===== config.mk =====
export PLATFORM = sky130hd
export DESIGN_NAME = vt4_merge
export DESIGN_NICKNAME = d
export VERILOG_FILES = /design/src/design/vt4_pkg.sv /design/src/design/vt4_merge.sv
export SDC_FILE = /design/constraint.sdc
export NUM_CORES = 1
export LEC_CHECK = 0
export BUFFER_PORTS_ARGS = -buffer_cell sky130_fd_sc_hd__buf_2
export CELL_PAD_IN_SITES_DETAIL_PLACEMENT = 0
export CELL_PAD_IN_SITES_GLOBAL_PLACEMENT = 1
export CORE_ASPECT_RATIO = 1.4
export CORE_MARGIN = 2
export CORE_UTILIZATION = 50
export DETAILED_ROUTE_END_ITERATION = 8
export PLACE_DENSITY = 0.89
export SLEW_MARGIN = 20
export SYNTH_ARGS = -nofsm -noshare
export SYNTH_HDL_FRONTEND = slang
export SYNTH_SLANG_ARGS = --single-unit

===== constraint.sdc =====
create_clock -name clk_i -period 4.8 [get_ports clk_i]
set_input_delay 0.72 -clock clk_i [delete_from_list [all_inputs] [get_ports clk_i]]
set_output_delay 0.72 -clock clk_i [all_outputs]
set_load 0.005 [all_outputs]

===== src/design/vt4_pkg.sv =====
// ----------------------------------------------------------------------------
// vt4_pkg: shared definitions for the 4x4 vertex transform
// Arithmetic widths, stream field layout, request codes and lane types.
// ----------------------------------------------------------------------------
package vt4_pkg;

  // Fixed-point format of matrix elements and vector components
  localparam int FRAC_BITS  = 16;
  localparam int ELEM_WIDTH = 32;

  // Width of each field as it travels on the stream
  localparam int FIELD_WIDTH = 32;
  localparam int OUT_WIDTH   = 32;

  localparam int MAT_DIM   = 4;
  localparam int MAT_ELEMS = MAT_DIM * MAT_DIM;
  localparam int IDX_WIDTH = $clog2(MAT_ELEMS);

  // Lane arithmetic
  localparam int PROD_W  = 2 * ELEM_WIDTH;
  localparam int TRUNC_W = PROD_W - FRAC_BITS;
  localparam int SUM_W   = TRUNC_W + 2;

  // Input tdata layout, lowest bit up
  localparam int IN_IDX_LSB   = 0;
  localparam int IN_VALUE_LSB = IN_IDX_LSB + IDX_WIDTH;
  localparam int IN_VEC_LSB   = IN_VALUE_LSB + FIELD_WIDTH;
  localparam int IN_BITS      = IN_VEC_LSB + MAT_DIM * FIELD_WIDTH;
  localparam int IN_TDATA_W   = ((IN_BITS + 7) / 8) * 8;

  localparam int OUT_TDATA_W = MAT_DIM * OUT_WIDTH;

  // Request codes carried in tuser
  localparam logic REQ_LOAD  = 1'b0;
  localparam logic REQ_XFORM = 1'b1;

  // Element constants
  localparam logic [ELEM_WIDTH-1:0] ELEM_ONE = ELEM_WIDTH'(64'd1 << FRAC_BITS);
  localparam logic [ELEM_WIDTH-1:0] ELEM_MAX = {1'b0, {(ELEM_WIDTH-1){1'b1}}};
  localparam logic [ELEM_WIDTH-1:0] ELEM_MIN = {1'b1, {(ELEM_WIDTH-1){1'b0}}};

  // Diagonal positions of the row-major matrix
  localparam logic [MAT_ELEMS-1:0] DIAG_MASK = 16'b1000_0100_0010_0001;

  // Result queue
  localparam int FIFO_DEPTH = 4;
  localparam int PTR_W      = $clog2(FIFO_DEPTH);
  localparam int CNT_W      = $clog2(FIFO_DEPTH + 1);

  typedef logic [MAT_DIM-1:0][ELEM_WIDTH-1:0] vt4_vec_t;

  typedef struct packed {
    logic [OUT_WIDTH-1:0] value;
    logic                 sat;
  } vt4_lane_res_t;

  typedef struct packed {
    logic [MAT_DIM-1:0][OUT_WIDTH-1:0] comp;
    logic                              sat;
  } vt4_result_t;

endpackage


===== src/design/vt4_merge.sv =====
// ----------------------------------------------------------------------------
// vt4_merge: combine lane results and queue them for the output stream
// ORs the lane overflow flags and holds results in a small queue.
// ----------------------------------------------------------------------------
module vt4_merge (
  input  logic                                       clk_i,
  input  logic                                       rst_ni,
  input  logic                                       push_i,
  input  vt4_pkg::vt4_lane_res_t [vt4_pkg::MAT_DIM-1:0] lane_i,
  input  logic                                       pop_i,
  output vt4_pkg::vt4_result_t                       head_o,
  output logic [vt4_pkg::CNT_W-1:0]                  count_o
);

  vt4_pkg::vt4_result_t              entry_q [vt4_pkg::FIFO_DEPTH];
  vt4_pkg::vt4_result_t              merged;
  logic [vt4_pkg::PTR_W-1:0]         wr_ptr_d, wr_ptr_q;
  logic [vt4_pkg::PTR_W-1:0]         rd_ptr_d, rd_ptr_q;
  logic [vt4_pkg::CNT_W-1:0]         count_d, count_q;
  logic                              do_pop;

  always_comb begin
    merged.sat = 1'b0;
    for (int j = 0; j < vt4_pkg::MAT_DIM; j++) begin
      merged.comp[j] = lane_i[j].value;
      merged.sat     = merged.sat | lane_i[j].sat;
    end
  end

  assign do_pop = pop_i && (count_q != '0);

  always_comb begin
    wr_ptr_d = push_i ? wr_ptr_q + 1'b1 : wr_ptr_q;
    rd_ptr_d = do_pop ? rd_ptr_q + 1'b1 : rd_ptr_q;
    count_d  = count_q + vt4_pkg::CNT_W'(push_i) - vt4_pkg::CNT_W'(do_pop);
  end

  always_ff @(posedge clk_i or negedge rst_ni) begin
    if (!rst_ni) begin
      wr_ptr_q <= '0;
      rd_ptr_q <= '0;
      count_q  <= '0;
    end else begin
      wr_ptr_q <= wr_ptr_d;
      rd_ptr_q <= rd_ptr_d;
      count_q  <= count_d;
    end
  end

  always_ff @(posedge clk_i) begin
    if (push_i) begin
      entry_q[wr_ptr_q] <= merged;
    end
  end

  assign head_o  = entry_q[rd_ptr_q];
  assign count_o = count_q;

endmodule


---- Yosys cells after proc, flatten, opt, wreduce, memory -nomap -nowiden ----
Memory sizes are Yosys's and may differ from the RTL's.
Index checks and enable logic that the tools add are counted.
word-level totals
  bits of input ports ..................... 136
  register bits after elaboration ......... 7
  memories kept ........................... 1
  memory bits (writable) .................. 516
memory list
  memory   words  bits a word  rd ports  clocked after Yosys merged registers in  wr ports  RTL line         source
  entry_q  4      129          1         0                                        1         vt4_merge.sv:15  vt4_pkg::vt4_result_t entry_q [vt4_pkg::FIFO_DEPTH];
cells by class
  reduce and logical (&&, ||, !) cells .... 2
  multiplexer cells ....................... 2
  bitwise logic cells ..................... 3
  $add $sub $neg .......................... 4
operator list
  operator                                     count
  adder 2 x 1 -> 2 bit, second input constant  2
  adder 3 x 1 -> 3 bit                         1
  OR 1 bit                                     3
  nonzero test 3 bit                           1
  subtractor 3 x 1 -> 3 bit                    1
  2-to-1 mux 1 bit                             2
  logical AND 1 bit                            1

---- Depth between registers and ports, before layout ----
Gate-level depths: netlist (run 1).
  depth in word-level cells ............... 3
  mapped depth ............................ 7
  mapped depth without buffers ............ 7

---- Worst setup path before layout (run 1) ----
OpenSTA, ideal clock, no wires.
  kind .................................... input port to flip-flop
  start ................................... in push_i
  end ..................................... mem entry_q[0][0] (netlist name) (enable)
  buffers on the path ..................... 0
  arrival time ............................ 3,675 ps
  library setup time ...................... 503 ps
  slack ................................... 622 ps
  cell stages on the path ................. 1
  path through ............................ and2_1
on the way
  word-level cells in the longest chain between the ends .. 2
RTL lines
  item                                    RTL line         source
  from (decl)                             vt4_merge.sv:8   input logic push_i,
  2-to-1 mux 1 bit                        vt4_merge.sv:51  if (push_i) begin
  2-to-1 mux 1 bit (not written as such)  vt4_merge.sv:52  entry_q[wr_ptr_q] <= merged;
  to (decl)                               vt4_merge.sv:15
No other way between the ends.

==> out/summary.txt, run 1 <==
Data required, critical path: 4.08 ns
FP Rows: 84
Final HPWL DP: 21.2 mm
Core footprint: 37500 um^2
Top fanout value on the critical path: 44
Count of final hold-check violations: 0
Slew Limit Fails: 0
CTS Root Cell: clkbuf_16
Worst-Skew Late Latency: 0.55 ns
Clock sink count: 523
Hold slack final: 0.381 ns
P_leak: 0.00769 uW
Nets@finish: 1155
Initial antenna violation count: 17
Yosys warnings: 0
# DRC: 0
Status: completed
DP Area: 21000 um^2
TritonCTS clock tree: built
Detail Route Antenna Nets: 0
Pin count of the biggest net entering global routing: 101
Crit-path slowest cell: dfrtp_4
Synthesized Nets: 851
Main combinational cell family by area after synthesis: multiplexers
Sequential element share of the synthesized area: 82.4%
Synth top area share: 81.5%
Hold Path Class: input port to flip-flop
Initial DRC Count: 615
Post-layout min period: 3.49 ns
Starting Density: 50.7%
Clock-pin slew on the worst setup and hold paths: 0.06 ns
CTS max path bufs: 3
Hold Path Stages: 1
Synth Cell Area: 19000 um^2
GP Congestion: 0.767
H-tree levels: 2
Area leader, netlist: edfxtp_1
Post-Route WL: 36.4 mm
Number of cells after detailed placement: 1436
Slew headroom: 39.2%
Max Freq: 287 MHz
Vias post-DR: 8490
Adder-Cell Fraction of Synth Area: 0.500%
Count of different cell masters after synthesis: 19
Vias in the first global route: 9114
Crit start category: flip-flop
Max_cap viols: 0
Mux share of post-synthesis cell area: 15.3%
Critical path's top delay family: flip-flops
WL/cell: 23.6 um
Most common cell in the netlist: edfxtp_1
WS Path Type: flip-flop to output port
Mean Syn Cell Area: 26.8 um^2
Crit path buf inv count: 2
First drt pass iteration count: 5
PortBufs: 267
CP Depth: 3
Tcrit/Tclk final: 72.6%
IO Count: 268
Final instance area: 22600 um^2
Vias per cell: 5.51
Die footprint: 39600 um^2
Layout cells sized above 1: 46.9%
Commonest cells in the synthesized netlist: edfxtp_1 (516), mux4_2 (129), buf_2 (12)
Crit path largest cell delay: 1.03 ns
Die H: 235 um
Register bit total from synthesis: 523
Setup Buffers After CTS: 0
Quantity of gates resized following cts: 0
Die Wd: 169 um
Non-Filler Instances: 1540
XOR/XNOR share of the synthesized area: 0.230%
Simple-gate share of the synthesized area: 0.191%
Reg2reg path depth: 4
Clock skew: 0.0103 ns
Crit path capture type: output port
Synth Area in Compound Gates: 0.118%
Area contributors post-synth: edfxtp_1 (82%), mux4_2 (15%), dfrtp_1 (0.92%)
Tot GR Track Use: 18.4%
Hold Buf Count CTS: 1
Worst EP arrival: 2.77 ns
Total CTS buffers: 46
First-pass GRT wire length: 54.3 mm
Synth Flop Type: edfxtp_1
Ys async rst share: 1.34%
Final setup fails: 0
Area Growth Syn to Fin: 18.8%
RSZ-0062 raised after global routing: false
Crit-path cells: buf_4 -> mux4_2 -> buf_2
Post-synth EDFFs: 516
Cell area power density: 606 nW/um^2
Worst vdd ir: 0.387 mV
Syn Inst Count: 708
Overflow after GRT: 0
Sum Neg Setup Slack: 0 ns
Worst-Margin Slew: 0.912 ns
[registers in the layout, summed over array words and instances (netlist names)]
| name | cells |
|---|---|
| entry_q | 516 |
| count_o | 3 |
| rd_ptr_q | 2 |
| wr_ptr_q | 2 |
[cell families (layout without fill, tap and decap cells)]
logic type | count (synthesis) | in the layout
xor gates and xnor gates | 5 | 5
muxes | 129 | 129
and+or+nand+nor | 6 | 6
adders and majority gates | 7 | 7
AOI/OAI and AO/OA | 3 | 3
other | 0 | 17
DFF | 523 | 523
buffers and inverters | 35 | 377
[worst register-to-register path: stages (launching register included)]
cell and delay (ns):
dfrtp_1 0.40, inv_1 0.10, ha_1 0.15, and2_4 0.56
buf_4 0.56
[final timing paths]
check	start	slack [ns]	to
setup / recovery	rd_ptr_q[0]	1.31	head_o[92]
max in group asynchronous	rst_ni	4.07	rd_ptr_q[0]
hold reg to reg	wr_ptr_q[0]	0.54	wr_ptr_q[0]
hold / removal	lane_i[1]	0.38	entry_q[3][1]
min in group asynchronous	rst_ni	0.53	rd_ptr_q[1]
setup reg to reg	wr_ptr_q[1]	2.64	entry_q[1][53]
[through the flow]
| step | power [uW] | utilization [%] | setup slack, ns |
|---|---|---|---|
| after floorplan | 8630 | - | 0.622 |
| after global placement | 9990 | 55.9 | 1.86 |
| after detailed placement | 10100 | 55.9 | 1.85 |
| after CTS | 13900 | 60.1 | 1.19 |
| after global routing | 14300 | 60.2 | 1.12 |
| final | 13700 | 60.2 | 1.31 |
[per-layer routing]
metal	vias to the layer above	GRT usage, %	part of all wire, %
li1	3693	-	-
met5	-	0	0.074
met2	297	32.2	54
met3	92	3.82	5.3
met1	4404	21.5	36
met4	4	9.38	4.8
[placed cells by master (no fill, tap or decap), drive strengths merged, types with 2 or more instances in the layout]
| master | netlist | routed |
|---|---|---|
| buf | 27 | 284 |
| xor2 | 2 | 2 |
| mux4 | 129 | 129 |
| dfrtp | 7 | 7 |
| diode | 0 | 17 |
| xnor2 | 3 | 3 |
| inv | 6 | 7 |
| clkinv | 0 | 22 |
| and2 | 4 | 4 |
| ha | 6 | 6 |
| edfxtp | 516 | 516 |
| clkbuf | 2 | 53 |
| clkinvlp | 0 | 4 |
| bufinv | 0 | 6 |
[layout make-up]
| type | instances | area (um^2) |
|---|---|---|
| fill | 2584 | 14900 |
| inverter | 6 | 22.5 |
| multi-input combinational | 150 | 3110 |
| sequential | 523 | 15700 |
| timing repair buffer | 285 | 1570 |
| antenna | 17 | 42.5 |
| clock inverter | 33 | 329 |
| clock buffer | 53 | 1240 |
| tap | 473 | 592 |
[where the power goes]
| group | switching [uW] | internal [uW] | leakage [uW] |
|---|---|---|---|
| Clock | 1570 | 2190 | 0.000764 |
| Combinational | 1740 | 1820 | 0.00211 |
| Sequential | 399 | 5970 | 0.00481 |
(Power assumes the default switching activity.)
==> run 2: changes to the inputs <==
--- a/config.mk
+++ b/config.mk
@@ -10,9 +10,9 @@
 export CELL_PAD_IN_SITES_GLOBAL_PLACEMENT = 1
 export CORE_ASPECT_RATIO = 1.4
 export CORE_MARGIN = 2
-export CORE_UTILIZATION = 50
+export CORE_UTILIZATION = 45
 export DETAILED_ROUTE_END_ITERATION = 8
-export PLACE_DENSITY = 0.89
+export PLACE_DENSITY = 0.85
 export SLEW_MARGIN = 20
 export SYNTH_ARGS = -nofsm -noshare
 export SYNTH_HDL_FRONTEND = slang
==> constraint.sdc (replaced) <==
create_clock -name clk_i -period 3.15 [get_ports clk_i]
set_input_delay 0.4725 -clock clk_i [delete_from_list [all_inputs] [get_ports clk_i]]
set_output_delay 0.4725 -clock clk_i [all_outputs]
set_load 0.005 [all_outputs]
==> out/summary.txt, run 2 (synthesis gave the netlist of run 1 again) <==
Final HPWL DP: 23.2 mm (+9.8%)
Core footprint: 41900 um^2 (+12%)
TritonCTS clock tree: built
Share of power burned in registers: 45.8% (-0.7 points)
RSZ-0062 raised after global routing: false
Max Freq: 351 MHz
H-tree levels: 2 (unchanged)
Worst-Margin Slew: 0.717 ns (-0.195 ns)
Area Growth Syn to Fin: 19.7%
Fillers: 3192 (+24%)
Post-layout min period: 2.85 ns
First drt pass iteration count: 4 (-1)
First-pass GRT wire length: 54.4 mm (+0.12%)
Worst vdd ir: 0.729 mV (+88%)
# DRC: 0 (unchanged)
PortBufs: 267 (unchanged)
Data required, critical path: 2.68 ns (-1.40 ns)
Layout cells sized above 1: 47.2% (+0.32 points)
Die footprint: 43900 um^2 (+11%)
Nets@finish: 1172 (+1.5%)
Max_cap viols: 0 (unchanged)
IO Count: 268 (unchanged)
Hold Path Class: input port to flip-flop
Quantity of gates resized following cts: 0 (unchanged)
Clock power frac: 26.0% (-1.4 points)
Crit start category: flip-flop
Crit path buf inv count: 2 (unchanged)
Initial antenna violation count: 7 (-10)
Worst-Skew Late Latency: 0.55 ns (about the same)
FP Rows: 89 (+6.0%)
Overflow after GRT: 0 (unchanged)
Vias in the first global route: 9131 (+0.19%)
Clock sink count: 523 (unchanged)
Crit-path slowest cell: dfrtp_4
Slew headroom: 52.2% (+13 points)
Post-Route WL: 36.4 mm (about the same)
Comb pwr share: 28.2% (+2.2 points)
Top fanout value on the critical path: 21 (-52%)
Tot GR Track Use: 16.7% (-1.7 points)
Max reg flops: 516 (unchanged)
WS Path Type: flip-flop to output port
CTS max path bufs: 3 (unchanged)
Crit path largest cell delay: 0.74 ns (-0.29 ns)
Detail Route Antenna Nets: 0 (unchanged)
Vias post-DR: 8502 (+0.14%)
Area of the multi-input gates: 3110 um^2 (unchanged)
Cell area power density: 909 nW/um^2 (+50%)
Pin count of the biggest net entering global routing: 71 (-30%)
Count of final hold-check violations: 0 (unchanged)
Crit-path cells: buf_4 -> mux4_2 -> buf_2
Die Wd: 178 um (+5.3%)
FF/Latch Area: 15700 um^2 (unchanged)
Largest reg by FF count: entry_q
Total CTS buffers: 47 (+2.2%)
Switching share of power: 27.1% (about the same)
Internal power: 15100 uW (+51%)
Worst EP arrival: 2.37 ns (-0.40 ns)
Vias per cell: 5.27 (-4.3%)
Slew Limit Fails: 0 (unchanged)
Initial DRC Count: 649 (+5.5%)
Sw power: 5600 uW (+51%)
Die H: 247 um (+5.3%)
Crit path capture type: output port
GP Congestion: 0.725 (-5.4%)
Tcrit/Tclk final: 90.4%
Clock skew: 0.0134 ns (+0.00316 ns)
Critical path's top delay family: flip-flops
Clock-pin slew on the worst setup and hold paths: 0.06 ns (about the same)
Commonest cells after routing, fill and taps aside: edfxtp_1 (516), buf_2 (267), mux4_2 (129), clkbuf_16 (47), buf_4 (18)
Status: completed
Final setup fails: 0 (unchanged)
Total power: 20700 uW (+51%)
WL/cell: 22.6 um (-4.5%)
CTS Root Cell: clkbuf_16
Sum Neg Setup Slack: 0 ns (unchanged)
P_leak: 0.00775 uW (+0.79%)
Starting Density: 45.4% (-5.3 points)
Commonest non-fill, non-tap cell in the layout: edfxtp_1
==> run 2: metal layers <==
layer | vias up | part of all wire (%) | GRT usage [%]
met3 | 67 | 6.0 | 3.94
met4 | 6 | 2.9 | 6.24
met2 | 246 | 54 | 29.3
met1 | 4472 | 37 | 19.9
li1 | 3711 | - | -
met5 | - | 0.091 | 0
==> run 2: power groups by stage <==
stage          Combinational, uW  Sequential, uW  Clock (uW)
3_3_place_gp                5940            9540           0
5_1_grt                     6310            9580        5760
6_report                    5830            9460        5380
3_5_place_dp                5980            9630           0
4_1_cts                     6020            9490        5520
2_1_floorplan               3570            9480           0
==> run 2: final timing paths <==
| kind | start | endpoint | slack (ns) | cells after the start |
|---|---|---|---|---|
| min in group asynchronous | rst_ni | count_o[0] | 0.29 | 2 |
| worst min register to register | wr_ptr_q[0] | wr_ptr_q[0] | 0.53 | 1 |
| worst max register to register | count_o[1] | count_o[2] | 1.11 | 7 |
| max in group asynchronous | rst_ni | rd_ptr_q[0] | 2.68 | 2 |
| worst max-delay path | rd_ptr_q[0] | head_o[114] | 0.30 | 3 |
| worst min-delay path | lane_i[95] | entry_q[0][93] | 0.13 | 1 |
==> run 2: area by class of cell <==
cell class                      count  area share (%)
Tap cell                          546            3.00
Antenna cell                        4          0.0440
Sequential cell                   523            68.9
Inverter                            6          0.0990
Clock buffer                       60            5.52
Multi-Input combinational cell    150            13.7
Timing Repair Buffer              301            7.83
Clock inverter                     22           0.891
==> run 2: metrics by stage <==
step           utilization, %  instance area, um^2  hold WS, ns  cells  worst slack [ns]
6_report                 54.3                22700        0.132   1612             0.304
3_3_place_gp             50.8                21300        0.317   1525             0.838
3_5_place_dp             50.8                21300        0.319   1525             0.833
5_1_grt                  54.3                22700        0.111   1612             0.135
4_1_cts                  54.3                22700        0.102   1608             0.201
2_1_floorplan               -                19000        0.177    708             0.502
==> run 2: worst register-to-register path, cell delays in order (launching register included) <==
cell and delay (ns):
dfrtp_1 0.42, o31a_1 0.34, ha_1 0.27, inv_1 0.04, ha_1 0.18, fa_1 0.40
xnor2_1 0.14, xnor2_1 0.12
==> run 2: what timing repair did <==
| action | CTS | global route |
|---|---|---|
| setup buffers | 0 | 0 |
| endpoints found under the setup margin | 0 | 0 |
| hold buffers | 1 | 0 |
| endpoints found under the hold margin | 7 | 0 |
==> run 3: changes to the inputs <==
--- a/config.mk
+++ b/config.mk
@@ -5,7 +5,7 @@
 export SDC_FILE = /design/constraint.sdc
 export NUM_CORES = 1
 export LEC_CHECK = 0
-export BUFFER_PORTS_ARGS = -buffer_cell sky130_fd_sc_hd__buf_2
+export BUFFER_PORTS_ARGS = -buffer_cell sky130_fd_sc_hd__buf_4
 export CELL_PAD_IN_SITES_DETAIL_PLACEMENT = 0
 export CELL_PAD_IN_SITES_GLOBAL_PLACEMENT = 1
 export CORE_ASPECT_RATIO = 1.4
@@ -13,6 +13,7 @@
 export CORE_UTILIZATION = 45
 export DETAILED_ROUTE_END_ITERATION = 8
 export PLACE_DENSITY = 0.85
+export REMOVE_ABC_BUFFERS = 1
 export SLEW_MARGIN = 20
 export SYNTH_ARGS = -nofsm -noshare
 export SYNTH_HDL_FRONTEND = slang
==> out/summary.txt, run 3 (synthesis gave the netlist of run 1 again) <==
Tcrit/Tclk final: 92.0% (+1.6 points)
First-pass GRT wire length: 53.7 mm (-1.3%)
Commonest cells after routing, fill and taps aside: edfxtp_1 (516), buf_4 (274), mux4_2 (129), clkbuf_16 (49), buf_12 (12)
Post-layout min period: 2.90 ns (+0.0516 ns)
PortBufs: 267 (unchanged)
Slew Limit Fails: 0 (unchanged)
Overflow after GRT: 0 (unchanged)
Hold Path Class: input port to flip-flop
P_leak: 0.00797 uW (+2.8%)
Vias post-DR: 8494 (-0.094%)
Status: completed
Fillers: 3087 (-3.3%)
Final HPWL DP: 22.1 mm (-4.8%)
Worst vdd ir: 0.769 mV (+5.4%)
Data required, critical path: 2.68 ns (about the same)
Final WS setup: 0.252 ns (-0.0516 ns)
Max_cap viols: 0 (unchanged)
Commonest non-fill, non-tap cell in the layout: edfxtp_1
First drt pass iteration count: 5 (+1)
RSZ-0062 raised after global routing: false
Worst-Margin Slew: 0.842 ns (+0.125 ns)
TritonCTS clock tree: built
Max reg flops: 516 (unchanged)
Reg2reg path depth: 7 (unchanged)
Area Growth Syn to Fin: 23.4%
Initial DRC Count: 553 (-15%)
WS Path Type: flip-flop to output port
Clock-pin slew on the worst setup and hold paths: 0.06 ns (about the same)
Worst reg2reg path startpoint: count_o[1]
# DRC: 0 (unchanged)
Crit start category: flip-flop
Quantity of gates resized following cts: 0 (unchanged)
Die footprint: 43900 um^2 (unchanged)
CTS max path bufs: 3 (unchanged)
Clock sink count: 523 (unchanged)
Post-Route WL: 36.4 mm (about the same)
Total CTS buffers: 48 (+2.1%)
CTS Root Cell: clkbuf_16
WL/cell: 22.7 um (+0.51%)
Initial antenna violation count: 3 (-4)
Die H: 247 um (unchanged)
Setup Buffers After CTS: 0 (unchanged)
Final instance area: 23500 um^2 (+3.1%)
Count of final hold-check violations: 0 (unchanged)
Worst Setup SP: rd_ptr_q[0]
Top fanout value on the critical path: 28 (+33%)
GP Congestion: 0.728 (+0.37%)
Nets@finish: 1159 (-1.1%)
Detail Route Antenna Nets: 0 (unchanged)
Hold Path Stages: 1 (unchanged)
Worst-Skew Late Latency: 0.56 ns (about the same)
Die Wd: 178 um (unchanged)
DP Area: 21800 um^2 (+2.5%)
Place WS: 0.768 ns (-0.0650 ns)
Largest reg by FF count: entry_q
Worst EP arrival: 2.43 ns (+0.06 ns)
Clock skew: 0.00740 ns (-0.00602 ns)
IO Count: 268 (unchanged)
Crit path capture type: output port
Slew headroom: 43.9% (-8.3 points)
Pin count of the biggest net entering global routing: 130 (+83%)
Worst reg-to-reg setup slack: 1.11 ns (about the same)
Vias in the first global route: 9020 (-1.2%)
Hold Buf Count CTS: 1 (unchanged)
Starting Density: 45.4% (unchanged)
H-tree levels: 2 (unchanged)
FP Rows: 89 (unchanged)
Reg2Reg Capture Point: count_o[2]
Crit path capture: head_o[92]
Layout cells sized above 1: 47.0% (-0.21 points)
Final setup fails: 0 (unchanged)
Tot GR Track Use: 16.5% (-0.15 points)
Cell area power density: 932 nW/um^2 (+2.5%)
Max Freq: 345 MHz (-1.8%)
Vias per cell: 5.30 (+0.47%)
Core footprint: 41900 um^2 (unchanged)
==> run 3: worst min path at each step <==
stage / from / endpoint / slack (ns)
2_1_floorplan: rst_ni / count_o[0] / 0.18
3_3_place_gp: rst_ni / count_o[0] / 0.30
4_1_cts: lane_i[54] / entry_q[3][53] / 0.08
3_5_place_dp: rst_ni / count_o[0] / 0.30
5_1_grt: lane_i[98] / entry_q[0][96] / 0.09
6_report: lane_i[118] / entry_q[2][115] / 0.11
==> run 3: final cells by class <==
cell class	instances	area, um^2	share of cell area [%]
flip-flops and latches	523	15700	66.8
well taps	546	683	2.91
diodes	1	2.50	0.0107
multi-input cells	150	3110	13.3
inverters	6	22.5	0.0960
clock buffers	61	1290	5.50
repair buffers	287	2310	9.83
clock inverters	29	364	1.55
==> run 3: power by group <==
| part | switching (uW) | total [uW] | internal [uW] | leakage, uW |
|---|---|---|---|---|
| Sequential | 416 | 9520 | 9100 | 0.00481 |
| Clock | 2430 | 6000 | 3570 | 0.000788 |
| Combinational | 2910 | 6340 | 3430 | 0.00237 |
==> run 3: metal layers <==
| layer | share of wire [%] | vias up | GRT usage, % |
|---|---|---|---|
| met5 | 0.069 | - | 0 |
| met4 | 3.4 | 4 | 7.14 |
| met3 | 5.8 | 68 | 3.87 |
| met2 | 54 | 257 | 28.7 |
| met1 | 37 | 4472 | 19.6 |
| li1 | - | 3693 | - |
==> run 3: worst max-delay path, stage by stage, from the launching register on <==
cell and delay (ns):
dfrtp_4 0.81, buf_12 0.32, mux4_2 0.56, buf_4 0.16
==> run 3: metrics by stage <==
stage                     utilization, %  TNS (ns)  instances  hold slack [ns]  power, uW
after floorplan                        -   -857.06        679            0.177      12900
after global placement              52.1         0       1511            0.296      16000
after detailed placement            52.1         0       1511            0.299      16200
after CTS                           56.0         0       1602           0.0841      22200
after global routing                56.0         0       1603           0.0885      22800
final                               56.0         0       1603            0.113      21900
